--- src/hdl/mexp_pkg.sv ---
// shared types and constants for the modular exponentiation block
// operand width, sequencer counter width and the modular multiplier request/response structs
// no dependencies
`default_nettype none

package mexp_pkg;

    // operand width of the arithmetic; the i/o fields stay at FIELD_W
    localparam int OPERAND_WIDTH = 32;
    localparam int FIELD_W       = 32;
    localparam int CNT_W         = (OPERAND_WIDTH > 1) ? $clog2(OPERAND_WIDTH) : 1;
    localparam int STEP_W        = OPERAND_WIDTH + 2;

    typedef logic [OPERAND_WIDTH-1:0] t_operand;
    typedef logic [CNT_W-1:0]         t_count;

    // request to the modular multiplier: computes (a * b) mod m
    typedef struct packed {
        logic     start;
        t_operand a;
        t_operand b;
        t_operand m;
    } t_mm_req;

    // response from the modular multiplier
    typedef struct packed {
        logic     done;
        t_operand product;
    } t_mm_rsp;

endpackage

`default_nettype wire

--- src/hdl/mexp_mulmod_unit.sv ---
// iterative interleaved modular multiplier, one multiplier bit per cycle, msb first
// acc = (2 * acc + bit * a) mod m, reduced by a compare against m and 2m
// depends on mexp_pkg
`default_nettype none

module mexp_mulmod_unit (
    input  wire logic             i_clk,
    input  wire logic             i_rst_n,
    input  wire mexp_pkg::t_mm_req i_req,
    output mexp_pkg::t_mm_rsp     o_rsp
);
    import mexp_pkg::*;

    localparam t_count LAST_BIT = CNT_W'(OPERAND_WIDTH - 1);

    logic               r_busy, n_busy;
    logic               r_done, n_done;
    t_count             r_cnt, n_cnt;
    t_operand           r_acc, n_acc;
    t_operand           r_a, n_a;
    t_operand           r_b, n_b;
    t_operand           r_m, n_m;

    logic [STEP_W-1:0]  sum;
    logic [STEP_W-1:0]  m1;
    logic [STEP_W-1:0]  m2;
    logic [STEP_W-1:0]  reduced;

    // one reduction step; sum stays below 3m
    always_comb begin
        sum = (STEP_W'(r_acc) << 1) + (r_b[OPERAND_WIDTH-1] ? STEP_W'(r_a) : '0);
        m1  = STEP_W'(r_m);
        m2  = STEP_W'(r_m) << 1;
        priority if (sum >= m2) begin
            reduced = sum - m2;
        end else if (sum >= m1) begin
            reduced = sum - m1;
        end else begin
            reduced = sum;
        end
    end

    always_comb begin
        n_busy = r_busy;
        n_done = 1'b0;
        n_cnt  = r_cnt;
        n_acc  = r_acc;
        n_a    = r_a;
        n_b    = r_b;
        n_m    = r_m;
        if (i_req.start) begin
            n_busy = 1'b1;
            n_cnt  = '0;
            n_acc  = '0;
            n_a    = i_req.a;
            n_b    = i_req.b;
            n_m    = i_req.m;
        end else if (r_busy) begin
            n_acc = OPERAND_WIDTH'(reduced);
            n_b   = r_b << 1;
            n_cnt = r_cnt + t_count'(1);
            if (r_cnt == LAST_BIT) begin
                n_busy = 1'b0;
                n_done = 1'b1;
            end
        end
    end

    always_ff @(posedge i_clk) begin
        if (!i_rst_n) begin
            r_busy <= 1'b0;
            r_done <= 1'b0;
            r_cnt  <= '0;
        end else begin
            r_busy <= n_busy;
            r_done <= n_done;
            r_cnt  <= n_cnt;
        end
        r_acc <= n_acc;
        r_a   <= n_a;
        r_b   <= n_b;
        r_m   <= n_m;
    end

    assign o_rsp.done    = r_done;
    assign o_rsp.product = r_acc;

endmodule

`default_nettype wire

--- src/hdl/modular_exponentiation.sv ---
// modular exponentiation: base ^ exponent mod modulus, right-to-left square-and-multiply
// steps: the base is first reduced mod m, then per exponent bit a multiply when it is set
//   and a square; a zero modulus goes straight to the output register
// throughput: one request at a time, set by the bit-serial modular multiplier (1 bit/cycle)
// reset: synchronous active-low i_rst_n clears the sequencer and the output valid
// depends on mexp_pkg and mexp_mulmod_unit
`default_nettype none

module modular_exponentiation (
    input  wire logic                      i_clk,
    input  wire logic                      i_rst_n,
    // request channel
    input  wire logic                      i_in_valid,
    output logic                           o_in_stall,
    input  wire logic [mexp_pkg::FIELD_W-1:0] i_base_value,
    input  wire logic [mexp_pkg::FIELD_W-1:0] i_exponent_value,
    input  wire logic [mexp_pkg::FIELD_W-1:0] i_modulus_value,
    // result channel
    output logic                           o_out_valid,
    input  wire logic                      i_out_stall,
    output logic [mexp_pkg::FIELD_W-1:0]   o_power_result,
    output logic                           o_bad_modulus
);
    import mexp_pkg::*;

    // sequencer states, one-hot
    typedef enum logic [5:0] {
        S_IDLE   = 6'b000001,  // waiting for a request
        S_REDUCE = 6'b000010,  // base mod modulus on the multiplier
        S_BIT    = 6'b000100,  // look at the current exponent bit
        S_MUL    = 6'b001000,  // result = result * base mod m
        S_SQR    = 6'b010000,  // base = base * base mod m
        S_FINISH = 6'b100000   // hand the result to the output register
    } t_state;

    localparam t_count LAST_CNT = CNT_W'(OPERAND_WIDTH - 1);

    t_state    r_state, n_state;
    t_operand  r_res, n_res;    // running result
    t_operand  r_base, n_base;  // running base power
    t_operand  r_exp, n_exp;    // exponent bits still to scan
    t_operand  r_mod, n_mod;
    t_count    r_cnt, n_cnt;    // index of the current exponent bit
    logic      r_bad, n_bad;

    // output register, parts the result side from the sequencer
    logic      r_out_valid, n_out_valid;
    t_operand  r_out_res, n_out_res;
    logic      r_out_bad, n_out_bad;

    t_mm_req   mm_req;
    t_mm_rsp   mm_rsp;

    t_operand  in_base, in_exp, in_mod;
    logic      in_accept;
    logic      out_free;

    // operands masked to the arithmetic width
    assign in_base = OPERAND_WIDTH'(i_base_value);
    assign in_exp  = OPERAND_WIDTH'(i_exponent_value);
    assign in_mod  = OPERAND_WIDTH'(i_modulus_value);

    assign o_in_stall = (r_state != S_IDLE);
    assign in_accept  = i_in_valid && (r_state == S_IDLE);
    // output slot is free when empty or being drained this cycle
    assign out_free   = !r_out_valid || !i_out_stall;

    mexp_mulmod_unit u_mulmod (
        .i_clk   (i_clk),
        .i_rst_n (i_rst_n),
        .i_req   (mm_req),
        .o_rsp   (mm_rsp)
    );

    always_comb begin
        n_state     = r_state;
        n_res       = r_res;
        n_base      = r_base;
        n_exp       = r_exp;
        n_mod       = r_mod;
        n_cnt       = r_cnt;
        n_bad       = r_bad;
        n_out_valid = r_out_valid;
        n_out_res   = r_out_res;
        n_out_bad   = r_out_bad;
        mm_req      = '0;

        // result taken by the consumer
        if (r_out_valid && !i_out_stall) begin
            n_out_valid = 1'b0;
        end

        unique case (r_state)
            S_IDLE: begin
                if (in_accept) begin
                    n_exp = in_exp;
                    n_mod = in_mod;
                    n_cnt = '0;
                    if (in_mod == '0) begin
                        // zero modulus: flag it, result fixed at zero
                        n_bad   = 1'b1;
                        n_res   = '0;
                        n_state = S_FINISH;
                    end else begin
                        // result starts at 1 mod m, zero for a modulus of one
                        n_bad   = 1'b0;
                        n_res   = (in_mod == OPERAND_WIDTH'(1)) ? '0 : OPERAND_WIDTH'(1);
                        // base mod m as (1 * base) mod m, base scanned msb first
                        mm_req.start = 1'b1;
                        mm_req.a     = OPERAND_WIDTH'(1);
                        mm_req.b     = in_base;
                        mm_req.m     = in_mod;
                        n_state      = S_REDUCE;
                    end
                end
            end
            S_REDUCE: begin
                if (mm_rsp.done) begin
                    n_base  = mm_rsp.product;
                    n_state = S_BIT;
                end
            end
            S_BIT: begin
                priority if (r_exp == '0) begin
                    n_state = S_FINISH;
                end else if (r_exp[0]) begin
                    // set bit: multiply into the result
                    mm_req.start = 1'b1;
                    mm_req.a     = r_res;
                    mm_req.b     = r_base;
                    mm_req.m     = r_mod;
                    n_state      = S_MUL;
                end else if (r_cnt == LAST_CNT) begin
                    // last exponent bit done, the final square is not needed
                    n_state = S_FINISH;
                end else begin
                    // move to the next bit and square the base
                    n_exp        = r_exp >> 1;
                    n_cnt        = r_cnt + t_count'(1);
                    mm_req.start = 1'b1;
                    mm_req.a     = r_base;
                    mm_req.b     = r_base;
                    mm_req.m     = r_mod;
                    n_state      = S_SQR;
                end
            end
            S_MUL: begin
                if (mm_rsp.done) begin
                    n_res   = mm_rsp.product;
                    // bit consumed; next pass through S_BIT does the square
                    n_exp   = {r_exp[OPERAND_WIDTH-1:1], 1'b0};
                    n_state = S_BIT;
                end
            end
            S_SQR: begin
                if (mm_rsp.done) begin
                    n_base  = mm_rsp.product;
                    n_state = S_BIT;
                end
            end
            S_FINISH: begin
                if (out_free) begin
                    n_out_valid = 1'b1;
                    n_out_res   = r_res;
                    n_out_bad   = r_bad;
                    n_state     = S_IDLE;
                end
            end
            default: begin
                n_state = S_IDLE;
            end
        endcase
    end

    always_ff @(posedge i_clk) begin
        if (!i_rst_n) begin
            r_state     <= S_IDLE;
            r_out_valid <= 1'b0;
        end else begin
            r_state     <= n_state;
            r_out_valid <= n_out_valid;
        end
        r_res     <= n_res;
        r_base    <= n_base;
        r_exp     <= n_exp;
        r_mod     <= n_mod;
        r_cnt     <= n_cnt;
        r_bad     <= n_bad;
        r_out_res <= n_out_res;
        r_out_bad <= n_out_bad;
    end

    assign o_out_valid    = r_out_valid;
    assign o_power_result = FIELD_W'(r_out_res);
    assign o_bad_modulus  = r_out_bad;

endmodule

`default_nettype wire

--- config.mk ---
export PLATFORM = sky130hd
export DESIGN_NAME = modular_exponentiation
export DESIGN_NICKNAME = d
export VERILOG_FILES = /design/src/hdl/mexp_pkg.sv /design/src/hdl/mexp_mulmod_unit.sv /design/src/hdl/modular_exponentiation.sv
export SDC_FILE = /design/constraint.sdc
export NUM_CORES = 1
export LEC_CHECK = 0
export BUFFER_PORTS_ARGS = -buffer_cell sky130_fd_sc_hd__buf_4
export CAP_MARGIN = 10
export CORE_UTILIZATION = 51
export DETAILED_ROUTE_END_ITERATION = 10
export PLACE_DENSITY = 0.68
export SYNTH_ARGS = -nofsm -noshare
export SYNTH_HDL_FRONTEND = slang
export SYNTH_HIERARCHICAL = 1
export SYNTH_SLANG_ARGS = --single-unit
--- constraint.sdc ---
create_clock -name i_clk -period 4.7 [get_ports i_clk]
set_input_delay 0.94 -clock i_clk [delete_from_list [all_inputs] [get_ports i_clk]]
set_output_delay 0.94 -clock i_clk [all_outputs]
set_load 0.01 [all_outputs]
# ---- Word level (Yosys, flattened, before mapping)
# Index checks and enable logic that the tools add are counted.
dict set report word_totals {
  reg_bits 309
  latchBits 0
  ram_bits 0
  rom_bits 0
  in_bits 100
  output_inout_bits 35
  word_cells 111
  memories 0
}
dict set report classes {
  addsub 5
  n_mul 0
  div_mod_pow 0
  magnitude_cmp 2
  eq_ne 17
  n_shift 0
  muxes 43
  bitwise_logic 3
  n_reduce_logical 23
}
# op count
set ops {}
lappend ops {{2-to-1 mux 97 bit} 5}
lappend ops {{2-to-1 mux 32 bit} 11}
lappend ops {{one-hot mux 97 bit (2 select lines)} 1}
lappend ops {{one-hot mux 32 bit (3 select lines)} 1}
lappend ops {{logical NOT 32 bit} 2}
lappend ops {{one-hot mux 32 bit (2 select lines)} 1}
lappend ops {{subtractor 32 bit} 2}
lappend ops {{2-to-1 mux 6 bit} 7}
lappend ops {{adder 33 x 32 -> 34 bit} 1}
lappend ops {{>= comparator 34 x 32 -> 1 bit} 1}
lappend ops {{>= comparator 34 x 33 -> 1 bit} 1}
lappend ops {{== test 32 x 1 -> 1 bit (second input constant)} 1}
lappend ops {{one-hot mux 6 bit (4 select lines)} 1}
lappend ops {{2-to-1 mux 5 bit} 4}
lappend ops {{2-to-1 mux 1 bit} 11}
lappend ops {{adder 5 x 1 -> 5 bit (second input constant)} 2}
lappend ops {{== test 5 bit (second input constant)} 2}
lappend ops {{!= test 2 bit (second input constant)} 5}
lappend ops {{one-hot mux 5 bit (2 select lines)} 1}
lappend ops {{== test 6 x 1 -> 1 bit (second input constant)} 1}
lappend ops {{== test 6 x 2 -> 1 bit (second input constant)} 1}
lappend ops {{== test 6 x 3 -> 1 bit (second input constant)} 1}
lappend ops {{== test 6 x 4 -> 1 bit (second input constant)} 1}
lappend ops {{== test 6 x 5 -> 1 bit (second input constant)} 1}
lappend ops {{other kinds (16)} 28}

# ---- Logic depth before layout (Yosys ltp)
# Gate-level depths: netlist of run 1.
dict set report logic_depth {
  depth_word 6
  mapped_depth 27
  mapped_depth_nobuf 24
}

# ---- By module
# The synthesis of run 1 kept the hierarchy.
# module n_inst cells_each area_each_um2 seq_area_each_um2
set modules_own_cells {}
lappend modules_own_cells {mexp_mulmod_unit 1 1061 10152.2 3663.5}
lappend modules_own_cells {modular_exponentiation 1 462 7322.0 5154.9}

# ---- Worst setup path after synthesis of run 1
# OpenSTA, ideal clock, no wires.
dict set report synth_path {
  path_kind {register -> register}
  from {register r_state[1]}
  to {register u_mulmod.r_b[0], enable pin}
  setup_ns 0.387
  t_arrival_ns 4.781
  t_required_ns 4.313
  path_slack_ns -0.468
  path_stages_with_launch 13
  path_buffers 4
  cell_sequence {dfxtp_1 > buf_2 > or4_4 > nor2_8 > nand2_2 > inv_2 > o31a_4 > buf_12 > or2_1 > clkbuf_1 > nor2_1 > clkbuf_1 > inv_1}
}
# item line
set synth_lines {}
lappend synth_lines {{start, declared} modular_exponentiation.sv:38} ;# t_state r_state, n_state;
lappend synth_lines {{start signal, assigned} modular_exponentiation.sv:180} ;# r_state <= n_state;
lappend synth_lines {{end signal, assigned} mexp_mulmod_unit.sv:81} ;# r_b <= n_b;
lappend synth_lines {{end, declared} mexp_mulmod_unit.sv:21} ;# t_operand r_b, n_b;

# ---- Final worst setup path of run 1
dict set report layout_path {
  from {register u_mulmod.r_b[31]}
  to {register u_mulmod.r_acc[24]}
}
dict set report layout_via {
  elab_chain_len 5
  elab_cells_between_ends 8
  classes_between {add/sub (3); order compare (2); mux (3)}
}
# item line
set layout_lines {}
lappend layout_lines {{2-to-1 mux 32 bit (*)} mexp_mulmod_unit.sv:31} ;# sum = (STEP_W'(r_acc) << 1) + (r_b[OPERAND_WIDTH-1] ? STEP_W'(r_a) : '0);
lappend layout_lines {{adder 33 x 32 -> 34 bit (*)} mexp_mulmod_unit.sv:31}
lappend layout_lines {{subtractor 32 bit / >= comparator 34 x 32 -> 1 bit (equally long branches)} {mexp_mulmod_unit.sv:37, mexp_mulmod_unit.sv:36}}
lappend layout_lines {{2-to-1 mux 32 bit} mexp_mulmod_unit.sv:36} ;# end else if (sum >= m1) begin
lappend layout_lines {{2-to-1 mux 32 bit (*)} mexp_mulmod_unit.sv:34} ;# priority if (sum >= m2) begin
lappend layout_lines {{end signal, assigned} mexp_mulmod_unit.sv:79} ;# r_acc <= n_acc;
lappend layout_lines {{end, declared} mexp_mulmod_unit.sv:19} ;# t_operand r_acc, n_acc;
# Every way passes the cells marked *; elsewhere a longest branch is shown, timed or not.
# A chain may end at the register's enable or synchronous reset.

==> metrics, run 1 <==
Clk pwr share=17.2%; Ports=roughly 140; Arrival @ worst endpoint=about 5800 ps; largest net degree at the start of global routing=just under 90; failing checks=negative setup slack; setup TNS=-20,640 ps; Setup crit end=u_mulmod/r_acc[24]$_SDFFE_PP0P_; Seq pwr share=between 20% and 30%; CTS tree=built; FILL cells=roughly 2,500; core area=approximately 34,000 um^2; n_diodes=0; status=finished with violations; ys flop type=edfxtp_1; Max VDD drop=around 0.34 mV; vias in the first global route=around 14,000; flops & latches, synth=309; WL final=a little under 50,000 um; Detail Placement HPWL=approximately 35,000 um; initial antenna violation count=0; Power Dens Cells=about 670 nW/um^2; CP startpoint kind=flop; Comb power frac=59.3%; sw frac=about two fifths; internal power=about 9400 uW; CP Max Fanout=5; H-tree level count=2; maximum root-to-sink buffer count=3; routed length per instance=about 20 um; Clk Latency, worst-skew pair=between 500 and 600 ps; clk sinks=309; 1st-iter DRT viols=around 1,100; Leakage=about 0.0096 uW; commonest non-fill, non-tap cells in the layout=450 x buf_4, 263 x edfxtp_1, 125 x a22o_1; die width=approximately 190 um; Overflow after GRT=0; minimum clock period=approximately 5400 ps; synthesized net count=approximately 1,700; synth top area cells=edfxtp_1 45%, ha_1 7.1%, a22o_1 6.3%, dfxtp_1 5.3%, xnor2_1 2.7%; unique cell type count in the Yosys netlist=91; Hold Crit Class=reg -> reg; Seq/Total Area, Yosys=50.5%; Num CTS Buffers=35; GPL Wtd Cong=roughly 0.99; fmax=roughly 180 MHz; share of the synthesized area in the top cell type=between 40 and 50%; syn_area_per_cell=11.5 um^2; post-DR vias/cell=5.76; Crit Path Class=reg -> reg; Req. time, crit path=5090 ps; Max-slew headroom=between 40% and 50%; Final Power=approximately 15,000 uW; IO Port Bufs=134; Post-synth EDFFs=between 200 and 300; Synth Cell Area=approximately 17,000 um^2; Max Clock Skew=between 15 and 20 ps; Root Buffer=clkbuf_16; worst reg-to-reg path cell count=24; Detail Route Antenna Nets=0; first-pass GRT wire length=approximately 75,000 um; Yosys warnings=6; RSZ-0062 raised after global routing=yes; row cnt=67; fin. max-slew vios=0; critical path capture point type=flop; die span in y=around 190 um; NumNets Final=around 2,200; Syn Inst Count=around 1,500; ys async rst share=0%; Fin. Hold Viols=0; Max-Cap Viols=0; CTS hold repair buffers=0; part of the cycle the worst path needs=116%; GR Util All Layers=approximately 27%; Worst-path clk slew=60 ps; share of cells above drive strength 1=34.3%; commonest non-fill, non-tap cell in the layout=buf_4; Slew @ Worst Pin=approximately 900 ps; R2R Setup Slk=-730 ps; Worst setup startpoint=u_mulmod/r_b[31]$_DFFE_PP_; Initial Util=between 50% and 60%; vias=14,000; NetSw=6030 uW; final worst slack=-729 ps; area growth from synthesis to layout=31.9%; full die area=35,000 um^2; final setup violation count=32; DR DRC count=0; area leader, netlist=edfxtp_1; worst reg2reg path endpoint=u_mulmod/r_acc[24]$_SDFFE_PP0P_; First-pass DRT Iterations=5; reg2reg start=u_mulmod/r_b[31]$_DFFE_PP_
-- per-stage QoR --
step	hold WS, ps	std cells	setup slack, ps	utilization [%]	area (um^2)
final	427	2425	-729	68.5	23000
after global placement	411	2340	-787	63.2	21200
after detailed placement	435	2340	-814	63.2	21200
after floorplan	400	1523	-78.7	-	17800
after CTS	434	2412	-548	67.6	22700
after global routing	430	2425	-936	68.5	23000
-- logic make-up (layout without fill, tap and decap cells) --
kind of cell / count (synthesis) / count (layout) / share of synthesized area (%)
AO/OA/AOI/OAI: 486 / 486 / 20.3
XOR/XNOR: 87 / 87 / 4.36
adder cells (fa/ha/maj): 102 / 102 / 7.43
buffers and inverters: 132 / 586 / 3.62
flip-flops: 309 / 309 / 50.5
multiplexers: 49 / 49 / 3.09
AND/OR/NAND/NOR: 358 / 358 / 10.7
-- power groups by stage --
stage | clock, uW | sequential, uW | combinational (uW)
floorplan | 0 | 3590 | 4860
global placement | 0 | 3660 | 7960
detailed placement | 0 | 3660 | 8060
CTS | 2710 | 3620 | 8450
global route | 2800 | 3650 | 9830
finish | 2660 | 3620 | 9150
-- per-layer routing --
layer,up-vias,routed length (um),GRT usage [%]
li1,6708,-,-
met3,56,3440,4.09
met4,0,998,6.75
met5,-,0,0
met2,517,20900,40.4
met1,6682,23200,42.1
-- Yosys cell counts (all sizes together) (5+ instances only) --
cell,instances
nor4,17
or2,5
nand2b,14
edfxtp,263
nand2,79
a31oi,10
a211oi,27
o211ai,8
nand4,18
buf,31
a22oi,9
inv,62
o22ai,8
a22o,125
xnor2,53
xor2,34
nor3,15
o21ai,81
and2,68
nor2b,13
o221ai,6
clkbuf,39
ha,99
o21a,12
mux2i,15
mux2,34
a21oi,87
a221o,5
o31ai,8
a21o,47
nand3,16
dfxtp,46
nor2,87
and3,8
or3,6
o21bai,12
-- worst min-delay path by stage --
stage                            start  cells past startpoint  slack [ps]                      endpoint
6_report               r_bad$_DFFE_PP_                      0         430       o_bad_modulus$_DFFE_PP_
5_1_grt                r_bad$_DFFE_PP_                      0         430       o_bad_modulus$_DFFE_PP_
4_1_cts                r_bad$_DFFE_PP_                      0         430       o_bad_modulus$_DFFE_PP_
3_5_place_dp   r_res[21]$_SDFFCE_PN0P_                      0         440  o_power_result[21]$_DFFE_PP_
3_3_place_gp           r_bad$_DFFE_PP_                      0         410       o_bad_modulus$_DFFE_PP_
2_1_floorplan          r_bad$_DFFE_PP_                      0         400       o_bad_modulus$_DFFE_PP_
-- cell type report --
class	instances	area, um^2	share of cell area, %
Sequential cell	309	8820	38.3
Multi-Input combinational cell	1082	8780	38.1
Timing Repair Buffer	463	3540	15.4
Clock buffer	41	898	3.90
Tap cell	448	561	2.43
Inverter	62	233	1.01
Clock inverter	20	210	0.912
-- state kept, by name (all words and copies together), names as in the netlist --
register         count
r_cnt                5
r_mod               32
o_out_valid          1
r_bad                1
u_mulmod/r_m        32
r_exp               32
r_res               32
u_mulmod/r_cnt       5
u_mulmod/r_acc      32
r_state              6
u_mulmod/r_a        32
r_base              32
o_bad_modulus        1
u_mulmod/r_done      1
u_mulmod/r_b        32
u_mulmod/r_busy      1
o_power_result      32
-- what timing repair did --
action | in CTS | in global routing
hold endpoints to repair | 0 | 0
resized for setup | 52 | 54
buffers inserted | 10 | 11
cloned | 2 | 1
pin swaps | 28 | 29
setup endpoints to repair | 32 | 32
-- critical path, cell delays in order, from the launching register on --
cell	delay, ps
edfxtp_1	460
and2_4	200
ha_4	120
inv_2	30
fa_2	330
nand2b_4	160
a211oi_4	240
o31ai_4	100
a311o_1	430
buf_4	170
a211oi_4	280
buf_4	160
o31a_1	230
ha_4	260
a21oi_4	180
o21ai_4	80
a31oi_2	150
nor2_2	80
a2111oi_4	440
o311ai_2	180
mux2_4	340
buf_6	130
mux2i_2	170
nor2_1	70
a221o_1	300
(Power assumes the default switching activity.)
==> inputs of run 2 (changes only) <==
--- a/config.mk
+++ b/config.mk
@@ -7,9 +7,11 @@
 export LEC_CHECK = 0
 export BUFFER_PORTS_ARGS = -buffer_cell sky130_fd_sc_hd__buf_4
 export CAP_MARGIN = 10
+export CORE_MARGIN = 2
 export CORE_UTILIZATION = 51
 export DETAILED_ROUTE_END_ITERATION = 10
 export PLACE_DENSITY = 0.68
+export SETUP_SLACK_MARGIN = 0.1
 export SYNTH_ARGS = -nofsm -noshare
 export SYNTH_HDL_FRONTEND = slang
 export SYNTH_HIERARCHICAL = 1
==> run 2 against run 1 <==
  * The flow still finishes with violations (negative setup slack)
  * Critical endpoint unchanged
  * First-iteration DRC count shrank 9.8%
  * Largest power group unchanged
  * Hold slack gained 17 ps
  * Design area is 3.8% higher
  * Utilization grew 2.6 points
  * Total power is 8.5% higher
  * Sequential cell count unchanged
  * Sequential share of layout area is 1.4 points lower
  * Clock skew down 4.8 ps
  * Critical path depth did not move
  * Final cell count is 1.4% higher
  * Combinational power rose by 13%
  * Routed wire length increased by 3.7%
==> metrics, run 2 (synthesized netlist as in run 1, its figures left out) <==
status=finished with violations; failing checks=negative setup slack; largest stage delay on the critical path=530 ps (+70 ps); clk sinks=309 (unchanged); part of the cycle the worst path needs=114% (-1.3 points); n_diodes=0 (unchanged); Clk Latency, worst-skew pair=530 ps (about the same); initial antenna violation count=0 (unchanged); commonest non-fill, non-tap cell in the layout=buf_4; final non-filler cell total=2,460 (+1.4%); Design Area, Final=23,900 um^2 (+3.8%); Slew @ Worst Pin=1170 ps (+284 ps); Ports=135 (unchanged); Fin. Hold Viols=0 (unchanged); Crit Path Class=reg -> reg; setup TNS=-18,790 ps (+1850 ps); Leakage=0.00999 uW (+3.5%); Overflow after GRT=0 (unchanged); DR DRC count=0 (unchanged); register area=8820 um^2 (unchanged); RSZ-0062 raised after global routing=yes; CTS tree=built; fin. max-slew vios=0 (unchanged); H-tree level count=2 (unchanged); Worst-path clk slew=60 ps (about the same); Req. time, crit path=5110 ps (+20 ps); cell mode on critical path=buf_4; critical path's slowest cell=or4_1; Hold Crit Class=reg -> reg; first-pass GRT wire length=76,800 um (+2.2%); Num CTS Buffers=34 (-2.9%); CTS hold repair buffers=0 (unchanged); vias in the first global route=13,900 (+2.3%); Detail Placement HPWL=35,900 um (+2.0%); Worst path top cell family by delay=compound AO/OA/AOI/OAI gates; 1st-iter DRT viols=1,027 (-9.8%); multi-input logic area=9200 um^2 (+4.8%); share of cells above drive strength 1=38.8% (+4.5 points); Power Dens Cells=700 nW/um^2 (+4.5%); row cnt=67 (unchanged); Root Buffer=clkbuf_16; largest net degree at the start of global routing=105 (+18%); First-pass DRT Iterations=7 (+2); fmax=186 MHz (+1.1%); FILL cells=2,414 (-3.1%); NumNets Final=2,189 (+1.6%); dpl cell area=21,400 um^2 (+0.66%); IO Port Bufs=134 (unchanged); final worst slack=-670 ps (+59.4 ps); final setup violation count=32 (unchanged); maximum root-to-sink buffer count=3 (unchanged); GR Util All Layers=27.5% (+0.12 points); Max-slew headroom=21.9% (-19 points); area growth from synthesis to layout=36.9%; full die area=35,800 um^2 (+2.1%); GPL Wtd Cong=0.947 (-4.0%); Detail Route Antenna Nets=0 (unchanged); Max Clock Skew=13.3 ps (-4.84 ps); worst-path cell chain=buf_4, buf_6, buf_16, and2_4, ha_4, nand4_1, or3_1, a311o_1, buf_4, a211oi_4, o21ai_2, o31a_1, ha_4, and3_4, nand2_2, or4_1, a31oi_2, a2111oi_2, buf_4, o311ai_4, mux2_4, mux2i_1, nor2_1, a221o_1; Arrival @ worst endpoint=5780 ps (-40 ps); core area=33,600 um^2 (unchanged); die width=189 um (+1.1%); Initial Util=52.0% (unchanged); placed insts=2,352 (+0.51%); post-DR vias/cell=5.82 (+1.1%); critical path capture point type=flop; Max VDD drop=0.413 mV (+23%); Max-Cap Viols=0 (unchanged); Worst Path Buf+Inv=5 (+1); CP Max Fanout=10 (+5); CP startpoint kind=flop; commonest non-fill, non-tap cells in the layout=465 x buf_4, 263 x edfxtp_1, 125 x a22o_1; Final Power=16,700 uW (+8.5%); post-placement setup slack=-823 ps (-9.43 ps); die span in y=189 um (+1.1%); vias=14,300 (+2.6%); routed length per instance=20.5 um (+2.2%); WL final=50,300 um (+3.7%); minimum clock period=5370 ps (-59.4 ps)
==> run 2: cell count changes in the layout (fill, tap and decap cells not counted), sizes merged <==
cell	delta
buf	+32
bufinv	+3
clkbuf	-1
clkinv	+3
clkinvlp	-3
inv	-2
mux2	+3
==> run 2: path summary, 6_finish.rpt <==
check                              from                         endpoint  slack (ps)  cells after the start
min                     r_bad$_DFFE_PP_          o_bad_modulus$_DFFE_PP_         440                      0
max reg2reg  u_mulmod/r_b[31]$_DFFE_PP_  u_mulmod/r_acc[24]$_SDFFE_PP0P_        -670                     24
max          u_mulmod/r_b[31]$_DFFE_PP_  u_mulmod/r_acc[24]$_SDFFE_PP0P_        -670                     24
min reg2reg             r_bad$_DFFE_PP_          o_bad_modulus$_DFFE_PP_         440                      0
==> run 2: where the power goes <==
group / total [uW] / switching [uW] / internal [uW]
sequential: 3640 / 253 / 3390
combinational: 10300 / 5210 / 5100
clock: 2790 / 1090 / 1700
total: 16700 / 6550 / 10200
==> run 2: cell type report <==
class	count	share of cell area, %
Sequential cell	309	36.9
Inverter	62	0.973
Clock inverter	21	1.17
Timing Repair Buffer	495	16.5
Clock buffer	40	3.74
Multi-Input combinational cell	1085	38.4
Tap cell	448	2.34
==> run 2: timing repair <==
item / in CTS / in global routing
pin swaps: 28 / 25
gates cloned: 5 / 1
setup endpoints to repair: 32 / 32
resized for setup: 117 / 92
setup buffers: 28 / 15
==> run 2: per-layer routing <==
layer	routed length, um	vias up	global-route usage (%)
li1	-	6764	-
met5	0	-	0
met4	1140	0	6.85
met2	21800	532	41.1
met3	3450	77	3.89
met1	23900	6947	42.2
==> run 2: through the flow <==
stage          hold WS, ps  util (%)
6_report               444      71.2
5_1_grt                453      71.2
4_1_cts                452      69.7
3_5_place_dp           439      63.6
3_3_place_gp           432      63.6
2_1_floorplan          400         -
==> inputs of run 3 (changes only) <==
--- a/config.mk
+++ b/config.mk
@@ -10,7 +10,7 @@
 export CORE_MARGIN = 2
 export CORE_UTILIZATION = 51
 export DETAILED_ROUTE_END_ITERATION = 10
-export PLACE_DENSITY = 0.68
+export PLACE_DENSITY = 0.65
 export SETUP_SLACK_MARGIN = 0.1
 export SYNTH_ARGS = -nofsm -noshare
 export SYNTH_HDL_FRONTEND = slang
==> constraint.sdc (replaced) <==
create_clock -name i_clk -period 6.5 [get_ports i_clk]
set_input_delay 1.3 -clock i_clk [delete_from_list [all_inputs] [get_ports i_clk]]
set_output_delay 1.3 -clock i_clk [all_outputs]
set_load 0.01 [all_outputs]
==> run 3 against run 2 <==
  * The flow now finishes without violations
  * Design area decreased by 16%
  * Combinational power is 56% lower
  * Final cell count fell by 14%
  * Sequential power down 27%
  * Via count shrank 11%
  * Die area unchanged
  * Critical path depth shrank 2
  * Total power fell by 46%
  * Maximum frequency down 11%
  * Clock skew rose by 21 ps
  * Critical endpoint is now u_mulmod/r_acc[19]$_SDFFE_PP0P_
==> metrics, run 3 (synthesized netlist as in run 1, its figures left out) <==
CP Max Fanout=23 (+13); clk sinks=309 (unchanged); Root Buffer=clkbuf_16; Fin. Hold Viols=0 (unchanged); fmax=166 MHz (-11%); placed insts=2,053 (-13%); initial antenna violation count=0 (unchanged); Max-Cap Viols=0 (unchanged); DR DRC count=0 (unchanged); first-pass GRT wire length=68,000 um (-11%); sw frac=41.1% (+1.9 points); n_diodes=0 (unchanged); Hold Crit Class=reg -> reg; Arrival @ worst endpoint=6420 ps (+640 ps); Req. time, crit path=6890 ps (+1780 ps); NetSw=3710 uW (-43%); H-tree level count=2 (unchanged); vias=12,700 (-11%); IO Port Bufs=134 (unchanged); Crit Path Class=reg -> reg; WL final=43,800 um (-13%); setup TNS=0 ps (+18,790 ps); 1st-iter DRT viols=930 (-9.4%); post-DR vias/cell=6.00 (+3.1%); Comb power frac=49.6% (-12 points); status=completed; Clk Latency, worst-skew pair=540 ps (about the same); internal power=5330 uW (-48%); Worst path top cell family by delay=compound AO/OA/AOI/OAI gates; largest stage delay on the critical path=570 ps (+40 ps); Slew @ Worst Pin=1120 ps (-53.3 ps); die span in y=189 um (unchanged); die width=189 um (unchanged); row cnt=67 (unchanged); Power Dens Cells=451 nW/um^2 (-36%); Core Util, Final=59.6% (-12 points); commonest non-fill, non-tap cells in the layout=263 x edfxtp_1, 153 x buf_4, 125 x a22o_1; Ports=135 (unchanged); final setup violation count=0 (-100%); maximum root-to-sink buffer count=3 (unchanged); fin. max-slew vios=0 (unchanged); critical path capture point type=flop; CTS tree=built; final non-filler cell total=2,119 (-14%); core area=33,600 um^2 (unchanged); Detail Route Antenna Nets=0 (unchanged); vias in the first global route=12,200 (-12%); Worst-path clk slew=60 ps (about the same); RSZ-0062 raised after global routing=no; CP startpoint kind=flop; Clk pwr share=21.0% (+4.3 points); commonest non-fill, non-tap cell in the layout=edfxtp_1; Detail Placement HPWL=31,700 um (-12%); NumNets Final=1,848 (-16%); Initial Util=52.0% (unchanged); part of the cycle the worst path needs=92.7% (-22 points); Worst Path Buf+Inv=2 (-3); Num CTS Buffers=35 (+2.9%); Max-slew headroom=25.3% (+3.5 points); full die area=35,800 um^2 (unchanged); routed length per instance=20.7 um (+1.1%); critical path's slowest cell=or4_1; GR Util All Layers=24.2% (-3.3 points); GPL Wtd Cong=0.968 (+2.3%); area growth from synthesis to layout=14.7%; Max VDD drop=0.238 mV (-42%); Max Clock Skew=33.8 ps (+20.5 ps); Seq pwr share=29.4% (+7.6 points); Leakage=0.00801 uW (-20%); minimum clock period=6030 ps (+658 ps); Overflow after GRT=0 (unchanged); CTS hold repair buffers=0 (unchanged); worst-path cell chain=buf_4, buf_4, and2_1, ha_1, and2_1, nand3_1, or3_1, a311o_1, a211oi_1, o21ai_0, o31a_1, ha_1, and3_1, nand2_1, or4_1, a31oi_1, a2111oi_4, o311ai_2, mux2_8, nor2_1, a222oi_1, o21ai_1; largest net degree at the start of global routing=102 (-2.9%); share of cells above drive strength 1=17.1% (-22 points); First-pass DRT Iterations=6 (-1)
==> run 3: changes by cell type in the layout (fill, tap and decap cells not counted), moves of 21 or more <==
cell,before,now
ha_1,73,99
a21oi_2,21,0
a21oi_1,64,85
ha_4,25,0
o21ai_0,43,73
buf_4,465,153
==> run 3: cell type report <==
type	count	area [um^2]
Timing Repair Buffer	155	1180
Sequential cell	309	8820
Fill cell	2775	13600
Clock inverter	24	223
Inverter	62	233
Multi-Input combinational cell	1083	8130
Clock buffer	38	887
Tap cell	448	561
==> run 3: path summary, 6_finish.rpt <==
check	to	slack, ps	startpoint	cells past startpoint
setup / recovery	u_mulmod/r_acc[19]$_SDFFE_PP0P_	470	u_mulmod/r_b[31]$_DFFE_PP_	22
hold / removal	o_power_result[18]$_DFFE_PP_	440	r_res[18]$_SDFFCE_PN0P_	0
setup reg to reg	u_mulmod/r_acc[19]$_SDFFE_PP0P_	470	u_mulmod/r_b[31]$_DFFE_PP_	22
hold reg to reg	o_power_result[18]$_DFFE_PP_	440	r_res[18]$_SDFFCE_PN0P_	0
==> run 3: power groups by stage <==
stage / registers [uW] / clock network (uW) / logic, uW
after floorplan: 2590 / 0 / 3380
after global placement: 2690 / 0 / 4280
after detailed placement: 2690 / 0 / 4300
after CTS: 2650 / 1940 / 4330
after global routing: 2680 / 2010 / 4920
final: 2650 / 1900 / 4490
==> run 3: repair_timing <==
item	CTS	global route
hold endpoints to repair	0	0
gates resized for setup	0	4
buffers inserted	0	2
endpoints found under the setup margin	0	20
==> run 3: through the flow <==
stage               hold slack [ps]  setup slack (ps)  total power, uW  instance area [um^2]
finish                          440               473             9040                 20000
global route                    448               209             9610                 20000
CTS                             441               361             8910                 20000
detailed placement              436               417             7000                 18800
global placement                430               526             6970                 18800
floorplan                       400              1210             5960                 17500
==> run 3: layer usage <==
| layer | wire (um) | share of wire (%) | track usage [%] |
|---|---|---|---|
| met5 | 0 | 0 | 0 |
| met2 | 18200 | 41 | 34.7 |
| met1 | 22100 | 50 | 38.4 |
| met3 | 2500 | 5.7 | 2.84 |
| met4 | 1030 | 2.4 | 6.64 |
==> run 3: worst register-to-register path, stage by stage (launching register included) <==
cell       delay, ps
edfxtp_1         400
buf_4            150
buf_4            180
and2_1           160
ha_1             360
and2_1           170
nand3_1          120
or3_1            370
a311o_1          400
a211oi_1         360
o21ai_0          180
o31a_1           190
ha_1             390
and3_1           240
nand2_1           90
or4_1            570
a31oi_1          350
a2111oi_4        120
o311ai_2         160
mux2_8           400
nor2_1           160
a222oi_1         260
o21ai_1          100
